### src/stc_pkg.sv
// ----------------------------------------------------------------------------
// stc_pkg
// shared types and constants of the serial tone command block
// ----------------------------------------------------------------------------
package stc_pkg;

    localparam int LINE_BYTES = 8;
    localparam int CNT_W      = $clog2(LINE_BYTES);

    localparam int FREQ_W  = 16;
    localparam int SCALE_W = 20;
    localparam int LIMIT_W = 8;
    localparam int CMP_W   = 8;
    localparam int ACC_W   = 17;
    localparam int CFG_W   = SCALE_W;
    localparam int IDX_W   = 2;

    localparam int DIV_STEPS = SCALE_W;
    localparam int DIV_CNT_W = $clog2(DIV_STEPS);

    localparam logic [ACC_W-1:0] ACCUM_SAT = ACC_W'(65536);

    localparam logic [FREQ_W-1:0]  MIN_FREQ_RST   = FREQ_W'(262);
    localparam logic [FREQ_W-1:0]  MAX_FREQ_RST   = FREQ_W'(2000);
    localparam logic [SCALE_W-1:0] TONE_SCALE_RST = SCALE_W'(62500);
    localparam logic [LIMIT_W-1:0] TICK_LIMIT_RST = LIMIT_W'(10);

    localparam logic [IDX_W-1:0] REG_MIN_FREQ   = 2'd0;
    localparam logic [IDX_W-1:0] REG_MAX_FREQ   = 2'd1;
    localparam logic [IDX_W-1:0] REG_TONE_SCALE = 2'd2;
    localparam logic [IDX_W-1:0] REG_TICK_LIMIT = 2'd3;

    localparam logic ACT_BYTE = 1'b0;
    localparam logic ACT_TICK = 1'b1;

    localparam logic [7:0] CH_CR    = 8'h0D;
    localparam logic [7:0] CH_SP    = 8'h20;
    localparam logic [7:0] CH_HT    = 8'h09;
    localparam logic [7:0] CH_LF    = 8'h0A;
    localparam logic [7:0] CH_VT    = 8'h0B;
    localparam logic [7:0] CH_FF    = 8'h0C;
    localparam logic [7:0] CH_PLUS  = 8'h2B;
    localparam logic [7:0] CH_MINUS = 8'h2D;
    localparam logic [7:0] CH_ZERO  = 8'h30;
    localparam logic [7:0] CH_NINE  = 8'h39;

    localparam logic [CMP_W-1:0] CMP_MAX = '1;

    typedef struct packed {
        logic [ACC_W-1:0] accum;
        logic             negative;
        logic             full;
        logic             is_cr;
    } t_line;

    typedef struct packed {
        logic               start;
        logic [SCALE_W-1:0] dividend;
        logic [FREQ_W-1:0]  divisor;
    } t_div_req;

endpackage

### src/stc_in_if.sv
// ----------------------------------------------------------------------------
// stc_in_if
// input channel: action flag and received byte with valid/ready
// ----------------------------------------------------------------------------
interface stc_in_if;
    logic       valid;
    logic       ready;
    logic       action;
    logic [7:0] rx_byte;

    modport source (output valid, output action, output rx_byte, input ready);
    modport sink   (input valid, input action, input rx_byte, output ready);
endinterface

### src/stc_out_if.sv
// ----------------------------------------------------------------------------
// stc_out_if
// result channel: compare value and status flags with valid/ready
// ----------------------------------------------------------------------------
interface stc_out_if;
    logic       valid;
    logic       ready;
    logic [7:0] compare_value;
    logic       command_done;
    logic       line_dropped;

    modport source (output valid, output compare_value, output command_done,
                    output line_dropped, input ready);
    modport sink   (input valid, input compare_value, input command_done,
                    input line_dropped, output ready);
endinterface

### src/serial_tone_command.sv
// ----------------------------------------------------------------------------
// serial_tone_command
// serial frequency commands to tone compare value, with duration ticks
// ----------------------------------------------------------------------------
// results: a tick, a byte, a dropped line or a zero frequency gives a registered
//   result word; a command that divides passes through the 20-step divider first
// throughput: one word per cycle while the result channel is free; no new word
//   is taken while the shared bit-serial divider works on a dividing command
// reset: synchronous active low, clears parser, tone state and the result valid
//   flag and restores the register defaults
// ----------------------------------------------------------------------------
module serial_tone_command
    import stc_pkg::*;
(
    input  logic             i_clk,
    input  logic             i_rst_n,
    stc_in_if.sink           i_in,
    stc_out_if.source        o_out,
    input  logic             i_cfg_we,
    input  logic [IDX_W-1:0] i_cfg_idx,
    input  logic [CFG_W-1:0] i_cfg_data
);

    localparam logic [1:0] ST_IDLE = 2'd0;
    localparam logic [1:0] ST_DIV  = 2'd1;
    localparam logic [1:0] ST_WAIT = 2'd2;

    logic [FREQ_W-1:0]  r_min_freq;
    logic [FREQ_W-1:0]  r_max_freq;
    logic [SCALE_W-1:0] r_tone_scale;
    logic [LIMIT_W-1:0] r_tick_limit;

    logic [1:0]         r_state, n_state;
    logic               r_armed, n_armed;
    logic [LIMIT_W-1:0] r_tick_count, n_tick_count;
    logic [CMP_W-1:0]   r_tone, n_tone;
    logic               r_pend_done, n_pend_done;
    logic               r_pend_drop, n_pend_drop;
    logic               r_out_valid, n_out_valid;
    logic [CMP_W-1:0]   r_out_cmp, n_out_cmp;
    logic               r_out_done, n_out_done;
    logic               r_out_drop, n_out_drop;

    logic               acc;
    logic               out_free;
    logic               res_load;
    logic               res_done;
    logic               res_drop;
    t_line              line;
    t_div_req           div_req;
    logic               div_done;
    logic [SCALE_W-1:0] quotient;
    logic [FREQ_W-1:0]  freq;
    logic [CMP_W-1:0]   sat_cmp;

    assign i_in.ready = (r_state == ST_IDLE);
    assign acc        = i_in.valid && i_in.ready;
    assign out_free   = !r_out_valid || o_out.ready;

    stc_parser u_parser (
        .i_clk     (i_clk),
        .i_rst_n   (i_rst_n),
        .i_byte_en (acc && (i_in.action == ACT_BYTE)),
        .i_byte    (i_in.rx_byte),
        .o_line    (line)
    );

    stc_divider u_divider (
        .i_clk      (i_clk),
        .i_rst_n    (i_rst_n),
        .i_req      (div_req),
        .o_done     (div_done),
        .o_quotient (quotient)
    );

    // clamp: a negative value goes to the min bound, then the max bound is tested before the min bound
    always_comb begin
        if (line.negative && line.accum != '0) begin
            freq = r_min_freq;
        end else if (line.accum > {1'b0, r_max_freq}) begin
            freq = r_max_freq;
        end else if (line.accum < {1'b0, r_min_freq}) begin
            freq = r_min_freq;
        end else begin
            freq = line.accum[FREQ_W-1:0];
        end
    end

    always_comb begin
        if (quotient == '0) begin
            sat_cmp = '0;
        end else if (quotient > SCALE_W'(256)) begin
            sat_cmp = CMP_MAX;
        end else begin
            sat_cmp = CMP_W'(quotient - 1'b1);
        end
    end

    always_comb begin
        n_state      = r_state;
        n_armed      = r_armed;
        n_tick_count = r_tick_count;
        n_tone       = r_tone;
        n_pend_done  = r_pend_done;
        n_pend_drop  = r_pend_drop;
        n_out_valid  = r_out_valid && !o_out.ready;
        n_out_cmp    = r_out_cmp;
        n_out_done   = r_out_done;
        n_out_drop   = r_out_drop;
        res_load     = 1'b0;
        res_done     = 1'b0;
        res_drop     = 1'b0;
        div_req.start    = 1'b0;
        div_req.dividend = r_tone_scale;
        div_req.divisor  = freq;

        unique case (r_state)
            ST_IDLE: begin
                if (acc) begin
                    if (i_in.action == ACT_TICK) begin
                        if (r_armed && r_tick_count <= r_tick_limit) begin
                            n_tick_count = r_tick_count + 1'b1;
                        end else begin
                            n_tone       = '0;
                            n_tick_count = '0;
                        end
                        res_load = 1'b1;
                    end else if (line.full) begin
                        res_load = 1'b1;
                        res_drop = 1'b1;
                    end else if (line.is_cr) begin
                        n_armed = 1'b1;
                        if (freq == '0) begin
                            n_tone   = CMP_MAX;
                            res_load = 1'b1;
                            res_done = 1'b1;
                        end else begin
                            div_req.start = 1'b1;
                            n_state       = ST_DIV;
                        end
                    end else begin
                        res_load = 1'b1;
                    end
                end
            end
            ST_DIV: begin
                if (div_done) begin
                    n_tone   = sat_cmp;
                    res_load = 1'b1;
                    res_done = 1'b1;
                end
            end
            ST_WAIT: begin
                res_load = 1'b1;
                res_done = r_pend_done;
                res_drop = r_pend_drop;
            end
            default: begin
                n_state = ST_IDLE;
            end
        endcase

        if (res_load) begin
            if (out_free) begin
                n_out_valid = 1'b1;
                n_out_cmp   = n_tone;
                n_out_done  = res_done;
                n_out_drop  = res_drop;
                n_state     = ST_IDLE;
            end else begin
                n_pend_done = res_done;
                n_pend_drop = res_drop;
                n_state     = ST_WAIT;
            end
        end
    end

    always_ff @(posedge i_clk) begin
        if (!i_rst_n) begin
            r_min_freq   <= MIN_FREQ_RST;
            r_max_freq   <= MAX_FREQ_RST;
            r_tone_scale <= TONE_SCALE_RST;
            r_tick_limit <= TICK_LIMIT_RST;
        end else if (i_cfg_we) begin
            unique case (i_cfg_idx)
                REG_MIN_FREQ:   r_min_freq   <= i_cfg_data[FREQ_W-1:0];
                REG_MAX_FREQ:   r_max_freq   <= i_cfg_data[FREQ_W-1:0];
                REG_TONE_SCALE: r_tone_scale <= i_cfg_data[SCALE_W-1:0];
                REG_TICK_LIMIT: r_tick_limit <= i_cfg_data[LIMIT_W-1:0];
                default: ;
            endcase
        end
    end

    always_ff @(posedge i_clk) begin
        if (!i_rst_n) begin
            r_state      <= ST_IDLE;
            r_armed      <= 1'b0;
            r_tick_count <= '0;
            r_tone       <= '0;
            r_pend_done  <= 1'b0;
            r_pend_drop  <= 1'b0;
            r_out_valid  <= 1'b0;
        end else begin
            r_state      <= n_state;
            r_armed      <= n_armed;
            r_tick_count <= n_tick_count;
            r_tone       <= n_tone;
            r_pend_done  <= n_pend_done;
            r_pend_drop  <= n_pend_drop;
            r_out_valid  <= n_out_valid;
        end
        r_out_cmp  <= n_out_cmp;
        r_out_done <= n_out_done;
        r_out_drop <= n_out_drop;
    end

    assign o_out.valid         = r_out_valid;
    assign o_out.compare_value = r_out_cmp;
    assign o_out.command_done  = r_out_done;
    assign o_out.line_dropped  = r_out_drop;

`ifndef SYNTHESIS
    a_tone_only_on_event: assert property (@(posedge i_clk) disable iff (!i_rst_n)
        (!acc && !div_done) |=> $stable(r_tone))
        else $error("tone compare changed without a word or divider result");

    a_flags_exclusive: assert property (@(posedge i_clk) disable iff (!i_rst_n)
        r_out_valid |-> !(r_out_done && r_out_drop))
        else $error("command done and line dropped in one result word");

    a_div_done_in_div: assert property (@(posedge i_clk) disable iff (!i_rst_n)
        div_done |-> (r_state == ST_DIV))
        else $error("divider finished outside the divide state");

    a_start_from_idle: assert property (@(posedge i_clk) disable iff (!i_rst_n)
        div_req.start |=> (r_state == ST_DIV) && !i_in.ready)
        else $error("divider start did not enter the divide state");
`endif

endmodule

### src/stc_divider.sv
// ----------------------------------------------------------------------------
// stc_divider
// restoring radix-2 divider, one quotient bit per cycle
// ----------------------------------------------------------------------------
module stc_divider
    import stc_pkg::*;
(
    input  logic               i_clk,
    input  logic               i_rst_n,
    input  t_div_req           i_req,
    output logic               o_done,
    output logic [SCALE_W-1:0] o_quotient
);

    logic                 r_busy, n_busy;
    logic                 r_done, n_done;
    logic [DIV_CNT_W-1:0] r_cnt, n_cnt;
    logic [FREQ_W-1:0]    r_rem, n_rem;
    logic [SCALE_W-1:0]   r_quo, n_quo;
    logic [FREQ_W-1:0]    r_div, n_div;
    logic [FREQ_W:0]      shifted;
    logic [FREQ_W:0]      diff;

    always_comb begin
        shifted = {r_rem, r_quo[SCALE_W-1]};
        diff    = shifted - {1'b0, r_div};
        n_busy  = r_busy;
        n_done  = 1'b0;
        n_cnt   = r_cnt;
        n_rem   = r_rem;
        n_quo   = r_quo;
        n_div   = r_div;
        if (i_req.start) begin
            n_busy = 1'b1;
            n_cnt  = '0;
            n_rem  = '0;
            n_quo  = i_req.dividend;
            n_div  = i_req.divisor;
        end else if (r_busy) begin
            if (!diff[FREQ_W]) begin
                n_rem = diff[FREQ_W-1:0];
                n_quo = {r_quo[SCALE_W-2:0], 1'b1};
            end else begin
                n_rem = shifted[FREQ_W-1:0];
                n_quo = {r_quo[SCALE_W-2:0], 1'b0};
            end
            n_cnt = r_cnt + 1'b1;
            if (r_cnt == DIV_CNT_W'(DIV_STEPS - 1)) begin
                n_busy = 1'b0;
                n_done = 1'b1;
            end
        end
    end

    always_ff @(posedge i_clk) begin
        if (!i_rst_n) begin
            r_busy <= 1'b0;
            r_done <= 1'b0;
            r_cnt  <= '0;
        end else begin
            r_busy <= n_busy;
            r_done <= n_done;
            r_cnt  <= n_cnt;
        end
        r_rem <= n_rem;
        r_quo <= n_quo;
        r_div <= n_div;
    end

    assign o_done     = r_done;
    assign o_quotient = r_quo;

endmodule

### src/stc_parser.sv
// ----------------------------------------------------------------------------
// stc_parser
// line buffer count and decimal number parser, one byte per word
// ----------------------------------------------------------------------------
module stc_parser
    import stc_pkg::*;
(
    input  logic       i_clk,
    input  logic       i_rst_n,
    input  logic       i_byte_en,
    input  logic [7:0] i_byte,
    output t_line      o_line
);

    localparam logic [1:0] PH_LEAD  = 2'd0;
    localparam logic [1:0] PH_SIGN  = 2'd1;
    localparam logic [1:0] PH_DIGIT = 2'd2;
    localparam logic [1:0] PH_STOP  = 2'd3;

    logic [CNT_W-1:0] r_char_count, n_char_count;
    logic [1:0]       r_phase, n_phase;
    logic             r_negative, n_negative;
    logic [ACC_W-1:0] r_accum, n_accum;

    logic             full;
    logic             is_cr;
    logic             digit;
    logic             blank;
    logic [ACC_W+3:0] prod;

    assign full  = (r_char_count == CNT_W'(LINE_BYTES - 1));
    assign is_cr = (i_byte == CH_CR);
    assign digit = (i_byte >= CH_ZERO) && (i_byte <= CH_NINE);

    always_comb begin
        unique case (i_byte) inside
            CH_SP, CH_HT, CH_LF, CH_VT, CH_FF: blank = 1'b1;
            default:                           blank = 1'b0;
        endcase
    end

    // accum * 10 + digit
    assign prod = ((ACC_W+4)'(r_accum) << 3) + ((ACC_W+4)'(r_accum) << 1)
                + (ACC_W+4)'(i_byte[3:0]);

    always_comb begin
        n_char_count = r_char_count;
        n_phase      = r_phase;
        n_negative   = r_negative;
        n_accum      = r_accum;
        if (i_byte_en) begin
            if (full || is_cr) begin
                n_char_count = '0;
                n_phase      = PH_LEAD;
                n_negative   = 1'b0;
                n_accum      = '0;
            end else begin
                n_char_count = r_char_count + 1'b1;
                if (r_phase != PH_STOP) begin
                    if (digit) begin
                        n_accum = (prod > (ACC_W+4)'(ACCUM_SAT)) ? ACCUM_SAT
                                                                 : prod[ACC_W-1:0];
                        n_phase = PH_DIGIT;
                    end else if (r_phase == PH_LEAD && blank) begin
                        n_phase = PH_LEAD;
                    end else if (r_phase == PH_LEAD &&
                                 (i_byte == CH_PLUS || i_byte == CH_MINUS)) begin
                        n_negative = (i_byte == CH_MINUS);
                        n_phase    = PH_SIGN;
                    end else begin
                        n_phase = PH_STOP;
                    end
                end
            end
        end
    end

    always_ff @(posedge i_clk) begin
        if (!i_rst_n) begin
            r_char_count <= '0;
            r_phase      <= PH_LEAD;
            r_negative   <= 1'b0;
            r_accum      <= '0;
        end else begin
            r_char_count <= n_char_count;
            r_phase      <= n_phase;
            r_negative   <= n_negative;
            r_accum      <= n_accum;
        end
    end

    assign o_line.accum    = r_accum;
    assign o_line.negative = r_negative;
    assign o_line.full     = full;
    assign o_line.is_cr    = is_cr;

endmodule
### src/flat_wrapper.sv
// flat-port wrapper written by rule: the top's interface ports become plain ports
module serial_tone_command_flat import stc_pkg::*;
  (i_clk, i_rst_n, i_cfg_we, i_cfg_idx, i_cfg_data, i_in_valid, i_in_action, i_in_rx_byte, i_in_ready, o_out_valid, o_out_compare_value, o_out_command_done, o_out_line_dropped, o_out_ready);
  stc_in_if i_in_i ();
  stc_out_if o_out_i ();
  input  logic i_clk;
  input  logic i_rst_n;
  input  logic i_cfg_we;
  input  logic [IDX_W-1:0] i_cfg_idx;
  input  logic [CFG_W-1:0] i_cfg_data;
  input wire logic [$bits(i_in_i.valid)-1:0] i_in_valid;
  input wire logic [$bits(i_in_i.action)-1:0] i_in_action;
  input wire logic [$bits(i_in_i.rx_byte)-1:0] i_in_rx_byte;
  output wire logic [$bits(i_in_i.ready)-1:0] i_in_ready;
  output wire logic [$bits(o_out_i.valid)-1:0] o_out_valid;
  output wire logic [$bits(o_out_i.compare_value)-1:0] o_out_compare_value;
  output wire logic [$bits(o_out_i.command_done)-1:0] o_out_command_done;
  output wire logic [$bits(o_out_i.line_dropped)-1:0] o_out_line_dropped;
  input wire logic [$bits(o_out_i.ready)-1:0] o_out_ready;
  assign i_in_i.valid = i_in_valid;
  assign i_in_i.action = i_in_action;
  assign i_in_i.rx_byte = i_in_rx_byte;
  assign i_in_ready = i_in_i.ready;
  assign o_out_valid = o_out_i.valid;
  assign o_out_compare_value = o_out_i.compare_value;
  assign o_out_command_done = o_out_i.command_done;
  assign o_out_line_dropped = o_out_i.line_dropped;
  assign o_out_i.ready = o_out_ready;
  serial_tone_command u_core (.i_clk(i_clk), .i_rst_n(i_rst_n), .i_in(i_in_i), .o_out(o_out_i), .i_cfg_we(i_cfg_we), .i_cfg_idx(i_cfg_idx), .i_cfg_data(i_cfg_data));
endmodule
### config.mk
export PLATFORM = sky130hd
export DESIGN_NAME = serial_tone_command_flat
export DESIGN_NICKNAME = d
export VERILOG_FILES = /design/src/stc_pkg.sv /design/src/stc_in_if.sv /design/src/stc_out_if.sv /design/src/serial_tone_command.sv /design/src/stc_divider.sv /design/src/stc_parser.sv /design/src/flat_wrapper.sv
export SDC_FILE = /design/constraint.sdc
export NUM_CORES = 1
export LEC_CHECK = 0
export BUFFER_PORTS_ARGS = -buffer_cell sky130_fd_sc_hd__buf_2
export CAP_MARGIN = 10
export CORE_MARGIN = 3
export CORE_UTILIZATION = 55
export DETAILED_ROUTE_END_ITERATION = 12
export GPL_ROUTABILITY_DRIVEN = 0
export PLACE_DENSITY = 0.73
export SYNTH_ARGS = -nofsm -noshare
export SYNTH_HDL_FRONTEND = slang
export SYNTH_SLANG_ARGS = --single-unit
### constraint.sdc
create_clock -name i_clk -period 7.5 [get_ports i_clk]
set_input_delay 1.125 -clock i_clk [delete_from_list [all_inputs] [get_ports i_clk]]
set_output_delay 1.125 -clock i_clk [all_outputs]
set_load 0.05 [all_outputs]
Word level (Yosys, flattened, before mapping)
Cells that the tools add are included.
{ "word_totals": {"regBits": 174, "in_bits": 36, "out_inout_bits": 12} }
{ "op_classes": {"n_addsub": 7, "order_cmp": 7, "eq_ne": 24, "n_mux": 70, "bitwise_logic": 5, "n_reduce_logical": 39} }
{ "op_table": {"columns": ["cell", "n"], "rows": [
  ["two-way mux 8 bit", 10],
  ["two-way mux 17 bit", 4],
  ["two-way mux 16 bit", 4],
  ["== test 8 x 4 -> 1 bit (second input constant)", 5],
  ["two-way mux 20 bit", 2],
  ["two-way mux 1 bit", 32],
  ["== test 8 x 6 -> 1 bit (second input constant)", 3],
  ["two-way mux 2 bit", 12],
  ["adder 20 x 18 -> 21 bit", 1],
  ["adder 21 x 4 -> 21 bit", 1],
  ["> comparator 21 x 17 -> 1 bit (second input constant)", 1],
  ["> comparator 20 x 9 -> 1 bit (second input constant)", 1],
  ["zero test 20 bit", 1],
  ["> comparator 17 x 16 -> 1 bit", 1],
  ["less-than comparator 17 x 16 -> 1 bit", 1],
  ["nonzero test 17 bit", 1],
  ["subtractor 17 x 16 -> 17 bit", 1],
  ["zero test 16 bit", 1],
  ["one-hot mux 8 bit (2 select lines)", 1],
  ["!= test 3 bit (second input constant)", 5],
  ["AND reduction 2 bit", 7],
  ["AND reduction 5 bit", 2],
  ["adder 8 x 1 -> 8 bit (second input constant)", 1],
  [">= comparator 8 x 6 -> 1 bit (second input constant)", 1],
  ["26 further kinds", 53]
]} }

Logic depth before layout (Yosys ltp)
{ "logic_depth": {"ltp_word": 13, "ltp_mapped": 16, "ltp_nobuf": 15} }

By module
Synthesis repeated with hierarchy kept, for this count alone.
{ "hier_totals": {"hier_cells": 1247, "hier_area_um2": 10861.7} }
{ "by_module_without_submodules": {"columns": ["module", "n_inst", "cells_per_inst", "area_each_um2", "seq_area_each_um2"], "rows": [
  ["serial_tone_command", 1, 661, 5326.4, 1941.9],
  ["stc_divider", 1, 323, 3324.4, 1541.5],
  ["stc_parser", 1, 263, 2210.9, 460.4]
]} }

Worst setup path after synthesis
Ideal clock, no wire load.
{ "synth_path": {"path_type": "input to register", "from": "input i_in_rx_byte[3]", "to": "register u_core.u_parser.r_accum[10]", "setup_time_ps": 74, "arrival_time_ps": 4193, "required_ps": 7426, "setup_slack_ps": 3232, "stages": 13, "path_cell_list": "fa_1 -> ha_1 -> a21o_1 -> a21oi_1 -> o21a_1 -> or3b_2 -> a311oi_1 -> a21oi_1 -> or3_1 -> a21oi_1 -> nand2_1 -> or2_2 -> o21ai_0"} }
{ "synth_via": {"elab_chain_len": 6, "word_cells_on_any_way": 14, "classes_between": "add/sub (1); order compare (3); eq/ne (1); mux (4); reduce/logical (5)"} }
{ "synth_lines": {"columns": ["item", "line", "source"], "rows": [
  ["start, declared", "flat_wrapper.sv:13", "input wire logic [$bits(i_in_i.rx_byte)-1:0] i_in_rx_byte;"],
  ["adder 21 x 4 -> 21 bit", "stc_parser.sv:44", "+ (ACC_W+4)'(i_byte[3:0]);"],
  ["> comparator 21 x 17 -> 1 bit", "stc_parser.sv:61", "n_accum = (prod > (ACC_W+4)'(ACCUM_SAT)) ? ACCUM_SAT"],
  ["two-way mux 17 bit", "stc_parser.sv:61", null],
  ["two-way mux 17 bit", "stc_parser.sv:60", "if (digit) begin"],
  ["two-way mux 17 bit", "stc_parser.sv:59", "if (r_phase != PH_STOP) begin"],
  ["two-way mux 17 bit", "stc_parser.sv:52", "if (full || is_cr) begin"],
  ["end signal, assigned", "stc_parser.sv:88", "r_accum <= n_accum;"],
  ["end, declared", "stc_parser.sv:23", "logic [ACC_W-1:0] r_accum, n_accum;"]
]} }
Parallel ways exist; a longest one is shown, timed or not. The select of a mux whose other input is x is not followed.
A chain may end at the register's enable or synchronous reset.

==> summary.md <==
| Metric | Value |
|---|---|
| Total Routing Usage GR | 25.3% |
| Post-route standard cell area excluding fillers | around 11000 µm² |
| Chain of cells forming the critical path | inv_1 -> ha_1 -> nand3_1 -> or3_1 -> a21oi_1 -> o21ai_1 -> buf_4 -> a21oi_2 -> o221ai_1 -> a2111oi_4 -> a31oi_4 -> or2_1 |
| Count of cells resized by post-cts repair | 0 |
| End of the critical path | u_core.u_divider.o_quotient[8]$_DFFE_PP_ |
| Number of distinct library cells after synthesis | 71 |
| Total number of clock tree sinks | roughly 170 |
| Leading register cell type out of synthesis | sky130_fd_sc_hd__dfxtp_1 |
| Number of antenna violations at the first check in global routing | 0 |
| Buffers from clock root to sink, at most | 2 |
| Result of the run | completed |
| Fraction of layout cells with a size suffix above 1 | between 10% and 20% |
| Leading cell types by count after synthesis | sky130_fd_sc_hd__nand2_1 (171), sky130_fd_sc_hd__dfxtp_1 (128), sky130_fd_sc_hd__a21oi_1 (117) |
| Max-slew violation count | 0 |
| Async S/R FF share, synth | 0% |
| Clock buffer count from CTS | 17 |
| Number of vias after detailed routing | about 8600 |
| Nature of the critical path startpoint | flip-flop |
| Boundary Pins | 48 |
| Crit share post-route | between 60% and 70% |
| Number of DRC markers after the initial detailed-route iteration | 684 |
| Clock tree from TritonCTS | done |
| Residual DRC count | 0 |
| Number of global-route vias before repair | ~8100 |
| Parity-gate share of the synthesized area counting xor and xnor cells | 3.66% |
| Sum of net half-perimeters after detailed placement | about 19 mm |
| Antenna-violating nets left | 0 |
| Number of max-capacitance violations reported | 0 |
| Worst hold slack | roughly 0.46 ns |
| Number of synthesis warnings | 0 |
| Portion of netlist area occupied by mux cells | under 10% |
| DRT Wirelength | about 26 mm |
| Highest metal layer used by the detailed router | met4 |
| Cell Area, Synth | between 10000 and 15000 µm² |
| Routed wire length on met2 | approximately 11 mm |
| Synth Instances | between 1000 and 1500 |
| Share of the synthesized area in compound gates (AO/OA/AOI/OAI) | a little under a fifth |
| Avg Cell Area, Syn | 8.82 µm² |
| Area Overhead vs Synth | 9.73% |
| I/O Buffers | 47 |
| Most instantiated library cell after synthesis | sky130_fd_sc_hd__nand2_1 |
| Hold-fix buffers, CTS | 0 |
| Setup TNS Final | 0 ns |
| Critical path type | reg2reg |
| Cell at the root of the clock tree | sky130_fd_sc_hd__clkbuf_16 |
| Power density cells | 183 nW/µm² |
| Share of Yosys cell area claimed by the top area cell type | 24.9% |
| Later-pin clock latency in the skew report | between 0.4 and 0.5 ns |
| Crit Reg-Reg Endpoint | u_core.u_divider.o_quotient[8]$_DFFE_PP_ |
| Largest family of logic cells by synthesized area | simple AND/OR/NAND/NOR gates |
| Diode insertion count for antenna repair | 0 |
| Max Fanout on Critical Path | 20 |
| Startpoint of the worst setup timing path | u_core.r_max_freq[12]$_SDFFE_PN0P_ |
| Post-synthesis sequential area ratio | 38.3% |
| Setup repair bufs after CTS | 0 |
| Leading cell types by total area after synthesis | sky130_fd_sc_hd__dfxtp_1 (25%), sky130_fd_sc_hd__edfxtp_1 (13%), sky130_fd_sc_hd__ha_1 (12%) |
| Initial Utilization | between 50% and 60% |
| Stages on worst setup path | 12 |
| Post-synthesis register bit count | 174 |
| Adder-Cell Fraction of Synth Area | roughly an eighth |
| Met3 wire length | approximately 1.6 mm |
| Average detailed-routed wire length per instance | roughly 18 µm |
| Placed instance area | approximately 11000 µm² |
| Floorplan die area | between 20000 and 25000 µm² |
| Largest stage delay, worst path | a little over 0.7 ns |
| Worst vdd rail ir drop | approximately 0.00016 V |
| Chip Height | roughly 140 µm |
| CP top delay family | compound AO/OA/AOI/OAI gates |
| Slowest library cell on the worst path | sky130_fd_sc_hd__a21oi_2 |
| Final worst path period need | 4.90 ns |
| Number of rows created at floorplan | a little under 50 |
| Count of non-filler cells in the finished layout | 1443 |
| Setup slack of the most critical reg-to-reg path | between 2 and 3 ns |
| Count of cells along the worst register-to-register path | 12 |
| Number of buffer and inverter instances along the worst setup path | 2 |
| Post-synthesis share of cell area spent on and, or, nand and nor gates | between 10% and 20% |
| Placeable core area | ~18000 µm² |
| Remaining global-route overflow | 0 |
| Number of placed cells counting well taps | 1411 |
| Max transition margin | between 10% and 20% |
| CP endpoint kind | flip-flop |
| First-pass GRT wire length | between 40 and 50 mm |
| Vias per inst | approximately 6 |
| Critical hold path startpoint | u_core.r_tone_scale[0]$_SDFFE_PN0P_ |
| Final hold violations | 0 |
| Number of flops mapped to enable cells by yosys | 46 |
| Number of nets in the finished design | between 1000 and 1500 |
| Clk_skew | about 0.011 ns |
| Startpoint of the worst register-to-register path | u_core.r_max_freq[12]$_SDFFE_PN0P_ |
| Peak clock frequency supported by timing | 0.204 GHz |
| Final setup violation count | 0 |
| Filler instances | approximately 1600 |
| Worst hold path class | reg2reg |
| Cell type contributing the most total cell area after synthesis | sky130_fd_sc_hd__dfxtp_1 |
| Arr. time, crit path | 4.96 ns |
| Unrepaired setup endpoints after global routing | false |
| Largest net degree at the start of global routing | between 50 and 60 |
| Synth Net Count | approximately 1300 |
| Width of the chip | ~140 µm |
| Slew at the pin with the worst max-slew slack | between 1 and 1.5 ns |
| Number of H-tree levels | 4 |
| Met1 Routed Length | approximately 12 mm |
| Static Leak | around 4.9 nW |
| Pre-Repair DR Iteration Count | 5 |
| CP required | 7.56 ns |
| Clock-pin slew on the worst setup and hold paths | about 0.07 ns |
power by group:
group          total, mW  switching [mW]  leakage (nW)  internal, mW
clock              0.861           0.420         0.275         0.440
combinational      0.198           0.124          3.14        0.0740
sequential          1.00          0.0194          1.45         0.985
registers in the layout, summed over array words and instances (netlist names), 5 cells and up:
signal / flops
u_core.o_out.compare_value: 8
u_core.r_max_freq: 16
u_core.r_min_freq: 16
u_core.r_tick_count: 8
u_core.r_tick_limit: 8
u_core.r_tone: 8
u_core.r_tone_scale: 20
u_core.u_divider.o_quotient: 20
u_core.u_divider.r_cnt: 5
u_core.u_divider.r_div: 16
u_core.u_divider.r_rem: 16
u_core.u_parser.r_accum: 17
layer usage:
metal,vias to the layer above,track usage [%]
li1,4244,-
met1,4047,36.0
met2,296,39.8
met3,46,4.45
met4,0,7.25
met5,-,0
metrics by stage:
stage	setup slack, ns	util [%]	power, mW
final	2.60	62.3	2.06
after global placement	2.80	59.1	1.22
after detailed placement	2.71	59.1	1.22
after global routing	2.29	62.3	2.13
after CTS	2.70	62.3	2.07
after floorplan	3.23	-	1.16
cells in the final DEF (no fill, tap or decap), types with 22 or more instances in the layout:
cell type,instances
sky130_fd_sc_hd__dfxtp_1,128
sky130_fd_sc_hd__nor3_1,22
sky130_fd_sc_hd__edfxtp_1,46
sky130_fd_sc_hd__nand3_1,30
sky130_fd_sc_hd__buf_2,47
sky130_fd_sc_hd__inv_1,79
sky130_fd_sc_hd__ha_1,97
sky130_fd_sc_hd__nand2_1,171
sky130_fd_sc_hd__xor2_1,23
sky130_fd_sc_hd__a21oi_1,117
sky130_fd_sc_hd__nor2_1,79
sky130_fd_sc_hd__o21ai_0,35
kinds of logic (layout without fill, tap and decap cells):
kind of cell    Yosys count  count (layout)
compound gates          288             288
xor+xnor                 43              43
fa+ha+maj               100             100
buf+inv                 122             169
flops                   174             174
mux                      40              40
simple gates            400             400
worst reg2reg max path, delay by kind of cell (launching register included):
| family | cells | cell delay [ns] |
|---|---|---|
| and+or+nand+nor | 3 | 1.12 |
| DFF | 1 | 0.46 |
| AOI/OAI and AO/OA | 6 | 2.34 |
| adders and majority gates | 1 | 0.31 |
| buffers and inverters | 2 | 0.28 |
how the worst min path moves through the flow:
stage | to | slack (ns) | cells after the start
final | u_core.r_tone_scale[0]$_SDFFE_PN0P_ | 0.46 | 2
after global placement | u_core.r_pend_drop$_SDFFE_PN0P_ | 0.44 | 2
after CTS | u_core.r_max_freq[5]$_SDFFE_PN0P_ | 0.46 | 2
after global routing | u_core.r_tone_scale[11]$_SDFFE_PN0P_ | 0.48 | 2
after floorplan | u_core.r_tone_scale[19]$_SDFFE_PN0P_ | 0.43 | 2
after detailed placement | u_core.r_max_freq[5]$_SDFFE_PN0P_ | 0.45 | 2
area by class of cell:
cell class / instances / area [µm²] / share of cell area, %
multi-input combinational: 871 / 5890 / 52.1
sequential: 174 / 3940 / 34.9
clock buffer: 17 / 425 / 3.76
timing repair buffer: 57 / 310 / 2.75
inverter: 80 / 300 / 2.66
tap: 229 / 287 / 2.54
clock inverter: 15 / 145 / 1.28
(Power assumes the default switching activity.)
